**src/sv/assert_macros.svh**
```systemverilog
// Assertion macros used by the checks in the top-level RTL file.
`ifndef ASSERT_MACROS_SVH
`define ASSERT_MACROS_SVH

// Check a property on every rising clk edge outside reset.
`define TWC_ASSERT(lbl, prop, msg) \
  lbl: assert property (@(posedge clk) disable iff (!rst_n) (prop)) else $error(msg);

// Check that a condition implies a consequence in the same cycle.
`define TWC_ASSERT_IMPL(lbl, ante, cons, msg) \
  lbl: assert property (@(posedge clk) disable iff (!rst_n) (ante) |-> (cons)) \
    else $error(msg);

`endif

```
**src/sv/twc_pkg.sv**
```systemverilog
// Package with wrap mode codes, register indexes and the pipeline flag bundle.
`default_nettype none

package twc_pkg;

  // Wrap mode codes; codes above MODE_MIRROR behave as black.
  typedef enum logic [2:0] {
    MODE_BLACK    = 3'd0,
    MODE_CLAMP    = 3'd1,
    MODE_PERIODIC = 3'd2,
    MODE_POW2     = 3'd3,
    MODE_MIRROR   = 3'd4
  } mode_t;

  // Configuration register indexes.
  localparam int CFG_IDX_BITS = 2;
  localparam logic [CFG_IDX_BITS-1:0] CFG_WRAP_MODE     = 2'd0;
  localparam logic [CFG_IDX_BITS-1:0] CFG_WINDOW_ORIGIN = 2'd1;
  localparam logic [CFG_IDX_BITS-1:0] CFG_WINDOW_WIDTH  = 2'd2;

  // Flags that travel with each beat through the pipeline.
  typedef struct packed {
    logic neg;  // offset to origin was negative
    logic ok;   // final in_range value
  } twc_flags_t;

endpackage

`default_nettype wire

```
**src/sv/twc_if.sv**
```systemverilog
// Valid/ready channel interfaces for coordinate input and wrapped result.
`default_nettype none

interface twc_in_if #(parameter int COORD_BITS = 24);
  logic                  valid;
  logic                  ready;
  logic [COORD_BITS-1:0] coord_in;

  modport source (output valid, output coord_in, input ready);
  modport sink   (input valid, input coord_in, output ready);
endinterface

interface twc_out_if #(parameter int COORD_BITS = 24);
  logic                  valid;
  logic                  ready;
  logic [COORD_BITS-1:0] coord_out;
  logic                  in_range;

  modport source (output valid, output coord_out, output in_range, input ready);
  modport sink   (input valid, input coord_out, input in_range, output ready);
endinterface

`default_nettype wire

```
**src/sv/twc_pre.sv**
```systemverilog
// Front end: offset to origin, fold for the divider, simple mode results.
`default_nettype none

module twc_pre import twc_pkg::*; #(
  parameter int COORD_BITS = 24
) (
  input  logic                  clk,
  input  logic                  rst_n,
  input  logic                  en,
  input  logic                  valid_i,
  input  logic [COORD_BITS-1:0] coord_i,
  input  logic [2:0]            mode,
  input  logic [COORD_BITS-1:0] org,
  input  logic [COORD_BITS-2:0] w,
  output logic                  valid_o,
  output logic [COORD_BITS-1:0] dvd_o,
  output logic [COORD_BITS-1:0] res_o,
  output twc_flags_t            flags_o
);

  logic                  v1_r;
  logic [COORD_BITS-1:0] c1_r;
  logic [COORD_BITS:0]   d1_r;
  logic [COORD_BITS:0]   d1_nxt;

  logic                  neg;
  logic                  in_win;
  logic [COORD_BITS-2:0] mask;
  logic [COORD_BITS-2:0] pow_off;
  logic [COORD_BITS-1:0] pow_res;
  logic [COORD_BITS-1:0] clamp_res;
  logic [COORD_BITS-1:0] dvd_nxt;
  logic [COORD_BITS-1:0] res_nxt;
  twc_flags_t            flags_nxt;

  logic                  v2_r;
  logic [COORD_BITS-1:0] dvd_r;
  logic [COORD_BITS-1:0] res_r;
  twc_flags_t            flags_r;

  // Form the offset one bit wider so it cannot overflow.
  assign d1_nxt = {coord_i[COORD_BITS-1], coord_i} - {org[COORD_BITS-1], org};

  always_ff @(posedge clk) begin
    if (!rst_n) begin
      v1_r <= 1'b0;
    end else if (en) begin
      v1_r <= valid_i;
    end
  end

  always_ff @(posedge clk) begin
    if (en) begin
      c1_r <= coord_i;
      d1_r <= d1_nxt;
    end
  end

  // Fold negatives to -d-1, check the window, build clamp and mask results.
  always_comb begin
    neg       = d1_r[COORD_BITS];
    in_win    = !neg && (d1_r < {2'b00, w});
    dvd_nxt   = neg ? ~d1_r[COORD_BITS-1:0] : d1_r[COORD_BITS-1:0];
    mask      = w - 1'b1;
    pow_off   = d1_r[COORD_BITS-2:0] & mask;
    pow_res   = org + {1'b0, pow_off};
    if (neg) begin
      clamp_res = org;
    end else if (in_win) begin
      clamp_res = c1_r;
    end else begin
      clamp_res = org + {1'b0, mask};
    end
    flags_nxt.neg = neg;
    case (mode)
      MODE_CLAMP: begin
        res_nxt      = clamp_res;
        flags_nxt.ok = 1'b1;
      end
      MODE_PERIODIC, MODE_MIRROR: begin
        res_nxt      = c1_r;
        flags_nxt.ok = 1'b1;
      end
      MODE_POW2: begin
        res_nxt      = pow_res;
        flags_nxt.ok = 1'b1;
      end
      default: begin
        res_nxt      = c1_r;
        flags_nxt.ok = in_win;
      end
    endcase
  end

  always_ff @(posedge clk) begin
    if (!rst_n) begin
      v2_r <= 1'b0;
    end else if (en) begin
      v2_r <= v1_r;
    end
  end

  always_ff @(posedge clk) begin
    if (en) begin
      dvd_r   <= dvd_nxt;
      res_r   <= res_nxt;
      flags_r <= flags_nxt;
    end
  end

  assign valid_o = v2_r;
  assign dvd_o   = dvd_r;
  assign res_o   = res_r;
  assign flags_o = flags_r;

endmodule

`default_nettype wire

```
**src/sv/twc_div_stage.sv**
```systemverilog
// One restoring division step: shift in a dividend bit, subtract width if it fits.
`default_nettype none

module twc_div_stage import twc_pkg::*; #(
  parameter int COORD_BITS = 24
) (
  input  logic                  clk,
  input  logic                  rst_n,
  input  logic                  en,
  input  logic [COORD_BITS-2:0] w,
  input  logic                  valid_i,
  input  logic [COORD_BITS-2:0] rem_i,
  input  logic [COORD_BITS-1:0] dvd_i,
  input  logic [COORD_BITS-1:0] res_i,
  input  twc_flags_t            flags_i,
  output logic                  valid_o,
  output logic [COORD_BITS-2:0] rem_o,
  output logic [COORD_BITS-1:0] dvd_o,
  output logic                  q_o,
  output logic [COORD_BITS-1:0] res_o,
  output twc_flags_t            flags_o
);

  logic [COORD_BITS-1:0] trial;
  logic [COORD_BITS-1:0] diff;
  logic                  ge;
  logic [COORD_BITS-2:0] rem_nxt;

  logic                  valid_r;
  logic [COORD_BITS-2:0] rem_r;
  logic [COORD_BITS-1:0] dvd_r;
  logic                  q_r;
  logic [COORD_BITS-1:0] res_r;
  twc_flags_t            flags_r;

  // Partial remainder stays below width, so it fits one bit less.
  always_comb begin
    trial   = {rem_i, dvd_i[COORD_BITS-1]};
    diff    = trial - {1'b0, w};
    ge      = trial >= {1'b0, w};
    rem_nxt = ge ? diff[COORD_BITS-2:0] : trial[COORD_BITS-2:0];
  end

  always_ff @(posedge clk) begin
    if (!rst_n) begin
      valid_r <= 1'b0;
    end else if (en) begin
      valid_r <= valid_i;
    end
  end

  always_ff @(posedge clk) begin
    if (en) begin
      rem_r   <= rem_nxt;
      dvd_r   <= {dvd_i[COORD_BITS-2:0], 1'b0};
      q_r     <= ge;
      res_r   <= res_i;
      flags_r <= flags_i;
    end
  end

  assign valid_o = valid_r;
  assign rem_o   = rem_r;
  assign dvd_o   = dvd_r;
  assign q_o     = q_r;
  assign res_o   = res_r;
  assign flags_o = flags_r;

endmodule

`default_nettype wire

```
**src/sv/twc_post.sv**
```systemverilog
// Back end: reflect the remainder where needed and add the origin back.
`default_nettype none

module twc_post import twc_pkg::*; #(
  parameter int COORD_BITS = 24
) (
  input  logic                  clk,
  input  logic                  rst_n,
  input  logic                  en,
  input  logic [2:0]            mode,
  input  logic [COORD_BITS-1:0] org,
  input  logic [COORD_BITS-2:0] w,
  input  logic                  valid_i,
  input  logic [COORD_BITS-2:0] rem_i,
  input  logic                  q_i,
  input  logic [COORD_BITS-1:0] res_i,
  input  twc_flags_t            flags_i,
  output logic                  valid_o,
  output logic [COORD_BITS-1:0] coord_o,
  output logic                  in_range_o
);

  logic                  flip;
  logic                  use_div;
  logic [COORD_BITS-2:0] r_nxt;

  logic                  valid_r;
  logic [COORD_BITS-2:0] r_r;
  logic                  use_div_r;
  logic [COORD_BITS-1:0] res_r;
  logic                  ok_r;

  // Periodic flips negative offsets; mirror flips odd periods.
  always_comb begin
    flip    = (mode == MODE_PERIODIC) ? flags_i.neg : q_i;
    use_div = mode inside {MODE_PERIODIC, MODE_MIRROR};
    r_nxt   = flip ? (w - 1'b1 - rem_i) : rem_i;
  end

  always_ff @(posedge clk) begin
    if (!rst_n) begin
      valid_r <= 1'b0;
    end else if (en) begin
      valid_r <= valid_i;
    end
  end

  always_ff @(posedge clk) begin
    if (en) begin
      r_r       <= r_nxt;
      use_div_r <= use_div;
      res_r     <= res_i;
      ok_r      <= flags_i.ok;
    end
  end

  // Divide modes add origin back; the sum wraps to the coordinate width.
  assign coord_o    = use_div_r ? (org + {1'b0, r_r}) : res_r;
  assign valid_o    = valid_r;
  assign in_range_o = ok_r;

endmodule

`default_nettype wire

```
**src/sv/texture_coordinate_wrap.sv**
```systemverilog
// Texture coordinate wrap: maps a signed coordinate into a window by wrap mode.
// One division step per stage sets the pipeline depth.
// Throughput: one beat per cycle while the skid stage is empty.
// A two-entry output register and skid stage keep input flowing while a result waits.
// Reset (rst_n, synchronous): pipeline empties, mode black, origin 0, width 1.
`default_nettype none
`include "assert_macros.svh"

module texture_coordinate_wrap import twc_pkg::*; #(
  parameter int COORD_BITS = 24
) (
  input  logic                    clk,
  input  logic                    rst_n,
  twc_in_if.sink                  in_s,
  twc_out_if.source               out_m,
  input  logic                    cfg_we,
  input  logic [CFG_IDX_BITS-1:0] cfg_index,
  input  logic [COORD_BITS-1:0]   cfg_data
);

  logic [2:0]            wrap_mode_r;
  logic [COORD_BITS-1:0] origin_r;
  logic [COORD_BITS-2:0] width_r;
  logic [COORD_BITS-2:0] w_eff;
  logic                  en;

  logic                  dv_valid [0:COORD_BITS];
  logic [COORD_BITS-2:0] dv_rem   [0:COORD_BITS];
  logic [COORD_BITS-1:0] dv_dvd   [0:COORD_BITS];
  logic [COORD_BITS-1:0] dv_res   [0:COORD_BITS];
  twc_flags_t            dv_flags [0:COORD_BITS];
  logic                  dv_q     [1:COORD_BITS];

  logic                  post_valid;
  logic [COORD_BITS-1:0] post_coord;
  logic                  post_ok;

  logic                  out_valid_r, out_valid_nxt;
  logic [COORD_BITS-1:0] out_coord_r, out_coord_nxt;
  logic                  out_ok_r, out_ok_nxt;
  logic                  skid_valid_r, skid_valid_nxt;
  logic [COORD_BITS-1:0] skid_coord_r, skid_coord_nxt;
  logic                  skid_ok_r, skid_ok_nxt;
  logic                  take;
  logic                  incoming;

  // Configuration registers.
  always_ff @(posedge clk) begin
    if (!rst_n) begin
      wrap_mode_r <= MODE_BLACK;
      origin_r    <= '0;
      width_r     <= {{(COORD_BITS-2){1'b0}}, 1'b1};
    end else if (cfg_we) begin
      case (cfg_index)
        CFG_WRAP_MODE:     wrap_mode_r <= cfg_data[2:0];
        CFG_WINDOW_ORIGIN: origin_r    <= cfg_data;
        CFG_WINDOW_WIDTH:  width_r     <= cfg_data[COORD_BITS-2:0];
        default:           ;
      endcase
    end
  end

  // Treat a zero width as one.
  assign w_eff = (width_r == '0) ? {{(COORD_BITS-2){1'b0}}, 1'b1} : width_r;

  // Advance the whole pipeline unless the skid stage is holding a beat.
  assign en        = !skid_valid_r;
  assign in_s.ready = en;

  twc_pre #(.COORD_BITS(COORD_BITS)) u_pre (
    .clk     (clk),
    .rst_n   (rst_n),
    .en      (en),
    .valid_i (in_s.valid),
    .coord_i (in_s.coord_in),
    .mode    (wrap_mode_r),
    .org     (origin_r),
    .w       (w_eff),
    .valid_o (dv_valid[0]),
    .dvd_o   (dv_dvd[0]),
    .res_o   (dv_res[0]),
    .flags_o (dv_flags[0])
  );

  assign dv_rem[0] = '0;

  // One quotient bit per stage, most significant first.
  for (genvar i = 0; i < COORD_BITS; i++) begin : g_div
    twc_div_stage #(.COORD_BITS(COORD_BITS)) u_stage (
      .clk     (clk),
      .rst_n   (rst_n),
      .en      (en),
      .w       (w_eff),
      .valid_i (dv_valid[i]),
      .rem_i   (dv_rem[i]),
      .dvd_i   (dv_dvd[i]),
      .res_i   (dv_res[i]),
      .flags_i (dv_flags[i]),
      .valid_o (dv_valid[i+1]),
      .rem_o   (dv_rem[i+1]),
      .dvd_o   (dv_dvd[i+1]),
      .q_o     (dv_q[i+1]),
      .res_o   (dv_res[i+1]),
      .flags_o (dv_flags[i+1])
    );
  end

  // The last quotient bit is the period parity.
  twc_post #(.COORD_BITS(COORD_BITS)) u_post (
    .clk        (clk),
    .rst_n      (rst_n),
    .en         (en),
    .mode       (wrap_mode_r),
    .org        (origin_r),
    .w          (w_eff),
    .valid_i    (dv_valid[COORD_BITS]),
    .rem_i      (dv_rem[COORD_BITS]),
    .q_i        (dv_q[COORD_BITS]),
    .res_i      (dv_res[COORD_BITS]),
    .flags_i    (dv_flags[COORD_BITS]),
    .valid_o    (post_valid),
    .coord_o    (post_coord),
    .in_range_o (post_ok)
  );

  // Output register with skid: refill from skid first, park a beat if stalled.
  always_comb begin
    take           = out_valid_r && out_m.ready;
    incoming       = en && post_valid;
    out_valid_nxt  = out_valid_r;
    out_coord_nxt  = out_coord_r;
    out_ok_nxt     = out_ok_r;
    skid_valid_nxt = skid_valid_r;
    skid_coord_nxt = skid_coord_r;
    skid_ok_nxt    = skid_ok_r;
    if (!out_valid_r || take) begin
      if (skid_valid_r) begin
        out_valid_nxt  = 1'b1;
        out_coord_nxt  = skid_coord_r;
        out_ok_nxt     = skid_ok_r;
        skid_valid_nxt = 1'b0;
      end else begin
        out_valid_nxt = incoming;
        out_coord_nxt = post_coord;
        out_ok_nxt    = post_ok;
      end
    end else if (incoming) begin
      skid_valid_nxt = 1'b1;
      skid_coord_nxt = post_coord;
      skid_ok_nxt    = post_ok;
    end
  end

  always_ff @(posedge clk) begin
    if (!rst_n) begin
      out_valid_r  <= 1'b0;
      skid_valid_r <= 1'b0;
    end else begin
      out_valid_r  <= out_valid_nxt;
      skid_valid_r <= skid_valid_nxt;
    end
  end

  always_ff @(posedge clk) begin
    out_coord_r  <= out_coord_nxt;
    out_ok_r     <= out_ok_nxt;
    skid_coord_r <= skid_coord_nxt;
    skid_ok_r    <= skid_ok_nxt;
  end

  assign out_m.valid     = out_valid_r;
  assign out_m.coord_out = out_coord_r;
  assign out_m.in_range  = out_ok_r;

  // Skid only ever holds a beat behind a waiting output beat.
  `TWC_ASSERT_IMPL(a_skid_behind_out, skid_valid_r, out_valid_r, "skid full with empty output")
  // Skid fills only after a stalled output beat.
  `TWC_ASSERT(a_skid_fill_cause, $rose(skid_valid_r) |-> $past(out_valid_r && !out_m.ready),
    "skid filled without a stalled output")
  // A beat arriving at a stalled output must be parked, not dropped.
  `TWC_ASSERT(a_no_drop, (out_valid_r && !out_m.ready && post_valid && en) |=> skid_valid_r,
    "beat dropped at stalled output")

endmodule

`default_nettype wire
```
**src/flat_wrapper.sv**
```systemverilog
// flat-port wrapper written by rule: the top's interface ports become plain ports
module texture_coordinate_wrap_flat import twc_pkg::*;
#(
  parameter int COORD_BITS = 24
)
  (clk, rst_n, cfg_we, cfg_index, cfg_data, in_s_valid, in_s_coord_in, in_s_ready, out_m_valid, out_m_coord_out, out_m_in_range, out_m_ready);
  twc_in_if #(.COORD_BITS(COORD_BITS)) in_s_i ();
  twc_out_if #(.COORD_BITS(COORD_BITS)) out_m_i ();
  input  logic clk;
  input  logic rst_n;
  input  logic cfg_we;
  input  logic [CFG_IDX_BITS-1:0] cfg_index;
  input  logic [COORD_BITS-1:0] cfg_data;
  input wire logic [$bits(in_s_i.valid)-1:0] in_s_valid;
  input wire logic [$bits(in_s_i.coord_in)-1:0] in_s_coord_in;
  output wire logic [$bits(in_s_i.ready)-1:0] in_s_ready;
  output wire logic [$bits(out_m_i.valid)-1:0] out_m_valid;
  output wire logic [$bits(out_m_i.coord_out)-1:0] out_m_coord_out;
  output wire logic [$bits(out_m_i.in_range)-1:0] out_m_in_range;
  input wire logic [$bits(out_m_i.ready)-1:0] out_m_ready;
  assign in_s_i.valid = in_s_valid;
  assign in_s_i.coord_in = in_s_coord_in;
  assign in_s_ready = in_s_i.ready;
  assign out_m_valid = out_m_i.valid;
  assign out_m_coord_out = out_m_i.coord_out;
  assign out_m_in_range = out_m_i.in_range;
  assign out_m_i.ready = out_m_ready;
  texture_coordinate_wrap #(.COORD_BITS(COORD_BITS)) u_core (.clk(clk), .rst_n(rst_n), .in_s(in_s_i), .out_m(out_m_i), .cfg_we(cfg_we), .cfg_index(cfg_index), .cfg_data(cfg_data));
endmodule
```
**config.mk**
```make
export PLATFORM = sky130hd
export DESIGN_NAME = texture_coordinate_wrap_flat
export DESIGN_NICKNAME = d
export VERILOG_FILES = /design/src/sv/twc_pkg.sv /design/src/sv/twc_if.sv /design/src/sv/twc_pre.sv /design/src/sv/twc_div_stage.sv /design/src/sv/twc_post.sv /design/src/sv/texture_coordinate_wrap.sv /design/src/flat_wrapper.sv
export VERILOG_INCLUDE_DIRS = /design/src /design/src/sv
export SDC_FILE = /design/constraint.sdc
export NUM_CORES = 2
export LEC_CHECK = 0
export BUFFER_PORTS_ARGS = -buffer_cell sky130_fd_sc_hd__buf_2
export CAP_MARGIN = 20
export CELL_PAD_IN_SITES_DETAIL_PLACEMENT = 0
export CELL_PAD_IN_SITES_GLOBAL_PLACEMENT = 1
export CORE_ASPECT_RATIO = 1.1
export CORE_MARGIN = 3
export CORE_UTILIZATION = 45
export CTS_CLUSTER_SIZE = 10
export DETAILED_ROUTE_END_ITERATION = 12
export PLACE_DENSITY_LB_ADDON = 0.2
export SYNTH_ARGS = -nofsm -noshare
export SYNTH_HDL_FRONTEND = slang
export SYNTH_SLANG_ARGS = --single-unit
```
**constraint.sdc**
```tcl
create_clock -name clk -period 105 [get_ports clk]
set_clock_uncertainty 0.2 [all_clocks]
set_input_delay 21 -clock clk [delete_from_list [all_inputs] [get_ports clk]]
set_output_delay 21 -clock clk [all_outputs]
set_load 0.01 [all_outputs]
```
==> results_dict.tcl <==
set metrics [dict create \
    synth_top_flop_cell "edfxtp_1" \
    setup_viol 0 \
    crit_type "reg -> out" \
    r2r-end "u_core.u_pre.res_o[23]" \
    slew_headroom_pct 25.4 \
    layout-area-overhead-vs-synth_pct 10.8 \
    seq_power_share_pct 36.0 \
    synthMuxAreaShare_pct 4.24 \
    rows 172 \
    fmax_mhz 42.3 \
    synth-warning-count 0 \
    dieArea_um2 208000 \
    clk_path_buf_depth 3 \
    gp_congestion 0.884 \
    clk_pin_slew_ns 0.06 \
    reg2reg_depth 20 \
    cts_buffers 200 \
    cp_max_fo 105 \
    path_cells "buf_4 -> inv_8 -> buf_2" \
    grt_pass1_vias 56784 \
    critPathArrivalTime_ns 2.43 \
    final_nets 8403 \
    num_io_pins 82 \
    multi_input_area_um2 38300 \
    pwr-share-comb_pct 44.6 \
    switching_share_pct 36.7 \
    synthesis.area_um2 91000 \
    antenna_left 0 \
    power.leakage_nw 38.8 \
    preCtsSetupSlack_ns 80.91 \
    hold_violations 0 \
    route.detailed.drc 0 \
    dieHeight_um 478 \
    synth_compound_area_share_pct 13.3 \
    core_area_um2 200000 \
    drtIter0Drc 4619 \
    outcome "completed" \
    ys_seq_area_share_pct 56.2 \
    synth_area_per_cell_um2 12.3 \
    ys_async_sr_fraction_pct 0 \
    seq_area_um2 51200 \
    cp-endpoint "in_s_ready" \
    cp_slowest_stage_delay_ns 0.50 \
    final_cell_count_no_fill 10459 \
    fill_cells 17377 \
    drt_wl_total_um 227000 \
    cts_resized 0 \
    finalInstanceArea_um2 101000 \
    post_cts_buffers 0 \
    crit_start "u_core.skid_valid_r" \
    post-route-period-util_pct 22.5 \
    switching_power_mw 1.18 \
    track_usage_pct 21.5 \
    grt_pass1_wl_um 343000 \
    hold_slack_ns 0.186 \
    holdBufCountCts 0 \
    drv_cap 0 \
    drt_pre_antenna_iters 6 \
    slowest_stage "buf_4" \
    clk_latency_ns 0.86 \
    clock-sinks 1730 \
    final_util_pct 50.4 \
    worst_slack_ns 81.37 \
    vdd_drop_max_mv 0.0158 \
    synth_xor_area_share_pct 5.30 \
    synth-simple-area-share_pct 9.24 \
    synth_seq_cells 1730 \
    post-dp-hpwl_um 157000 \
    drive_gt1_share_pct 9.76 \
    internal_power_mw 2.04 \
    io_buffers 81 \
    rsz0062_at_grt "no" \
    synth_top_family_by_area "compound AO/OA/AOI/OAI gates" \
    r2r_slack_ns 97.33 \
    crit_path_end_kind "output pin" \
    via_count 58644 \
    fin_setup_tns_ns 0 \
    fp.dieW_um 435 \
    fin_total_pwr_mw 3.23 \
    syn_nets 8172 \
    netlist_instances 7415 \
    power_density_nw_per_um2 32.0 \
    hold_path.class "reg -> reg" \
    vias_per_cell 5.61 \
    worstMarginPinSlew_ns 1.12 \
    ctsRootBufferMaster "clkbuf_16" \
    slew_violations 0 \
    htree_levels 4 \
    synth_fa_ha_area_share_pct 9.88 \
    grt_max_degree 194 \
    crit_path_start_kind "register" \
    antenna_found_initial 12 \
    finalCriticalPeriod_ns 23.63 \
    pwr-share-clk_pct 19.4 \
    ys_types 97 \
    synth_edf_count 1651 \
    required_ns 83.80 \
    reg2reg_from "u_core.width_r[11]" \
    routedWlPerCell_um 21.7 \
    cts_tree "built" \
    placedCellCount 10139 \
    initial_utilization_pct 45.4 \
    placed_area_um2 95000 \
    grt_overflow 0 \
]
## placed cells by master, fill, tap and decap left out, drive strengths merged, types with 50 or more instances in the layout
| cell | synthesis | routed |
|---|---|---|
| edfxtp | 1651 | 1651 |
| ha | 674 | 674 |
| nand2 | 595 | 595 |
| o21ai | 531 | 531 |
| a21oi | 482 | 482 |
| nor2 | 409 | 409 |
| xnor2 | 332 | 332 |
| clkbuf | 96 | 273 |
| mux2 | 272 | 272 |
| inv | 274 | 258 |
| a21o | 253 | 253 |
| xor2 | 219 | 219 |
| buf | 48 | 173 |
| nor3 | 126 | 126 |
| nor2b | 121 | 121 |
| nand3 | 95 | 95 |
| nand2b | 91 | 91 |
| o21a | 81 | 81 |
| a21boi | 79 | 79 |
| dfxtp | 79 | 79 |
| nand4 | 74 | 74 |
| mux2i | 73 | 73 |
| a211oi | 62 | 62 |
| o21bai | 60 | 60 |
| a31oi | 60 | 60 |
| clkinv | 0 | 55 |
| o31ai | 52 | 52 |
| and2 | 51 | 51 |
| or3 | 50 | 50 |
## power by group through the flow
stage / clock (mW) / combinational, mW / sequential, mW
6_report: 0.627 / 1.44 / 1.16
5_1_grt: 0.675 / 1.60 / 1.18
4_1_cts: 0.648 / 1.44 / 1.16
3_5_place_dp: 0 / 1.42 / 1.17
3_3_place_gp: 0 / 1.41 / 1.17
2_1_floorplan: 0 / 1.11 / 1.11
## final cells by class
cell class	count	area share, %
Antenna cell	4	0.00992
Clock buffer	273	5.29
Clock inverter	41	0.491
Inverter	274	1.03
Multi-Input combinational cell	5267	38.0
Sequential cell	1730	50.7
Tap cell	2697	3.34
Timing Repair Buffer	173	1.16
## kinds of logic after synthesis
logic type / Yosys count
AND/OR/NAND/NOR: 1769
XOR/XNOR: 551
adder cells (fa/ha/maj): 702
AO/OA/AOI/OAI: 1900
flip-flops: 1730
multiplexers: 345
buffers and inverters: 418
## Yosys cell counts, types with 77 or more instances
master,count,area share [%]
nand2_1,593,2.4
nand3_1,95,0.52
a21boi_0,77,0.64
a21o_1,253,2.1
inv_1,274,1.1
xor2_1,219,2.1
nor2_1,409,1.7
mux2_2,248,3.1
edfxtp_1,1651,54
ha_1,674,9.3
a21oi_1,481,2.6
clkbuf_1,96,0.40
xnor2_1,332,3.2
nand2b_1,91,0.63
nor3_1,125,0.69
o21ai_0,509,2.8
dfxtp_1,79,1.7
o21a_1,81,0.67
nor2b_1,121,0.83
## layer usage
metal / routed length (um) / track usage [%]
met5: 22 / 0
met4: 5750 / 5.71
met3: 9700 / 2.78
met2: 107000 / 35.5
met1: 105000 / 29.9
## worst max-delay path, delay by kind of cell (launching register included)
family | cells | cell delay (ns)
buf+inv | 3 | 1.15
flops | 1 | 0.31
## worst min path at each step
stage | start | to | slack (ns) | cells after the start
floorplan | u_core.u_pre.dvd_o[9] | u_core.g_div[0].u_stage.dvd_o[10] | 0.20 | 0
global placement | u_core.g_div[20].u_stage.res_o[10] | u_core.g_div[21].u_stage.res_o[10] | 0.20 | 0
detailed placement | u_core.u_pre.dvd_o[22] | u_core.g_div[0].u_stage.dvd_o[23] | 0.20 | 0
CTS | u_core.g_div[2].u_stage.dvd_o[15] | u_core.g_div[3].u_stage.dvd_o[16] | 0.19 | 0
global route | u_core.g_div[16].u_stage.res_o[4] | u_core.g_div[17].u_stage.res_o[4] | 0.20 | 0
finish | u_core.g_div[2].u_stage.dvd_o[15] | u_core.g_div[3].u_stage.dvd_o[16] | 0.19 | 0
## state kept, by name, summed over array words and instances (netlist names), 2 cells and up
register,flops
u_core.g_div.u_stage.rem_o,552
u_core.skid_coord_r,24
u_core.u_pre.flags_o,2
u_core.g_div.u_stage.dvd_o,276
u_core.u_pre.dvd_o,24
u_core.out_m.coord_out,24
u_core.g_div.u_stage.res_o,576
u_core.u_pre.c1_r,24
u_core.wrap_mode_r,3
u_core.u_pre.d1_r,25
u_core.g_div.u_stage.flags_o,48
u_core.u_post.r_r,23
u_core.u_pre.res_o,24
u_core.width_r,23
u_core.g_div.u_stage.valid_o,24
u_core.u_post.res_r,24
u_core.origin_r,24
Power figures use the tool's default switching activity.
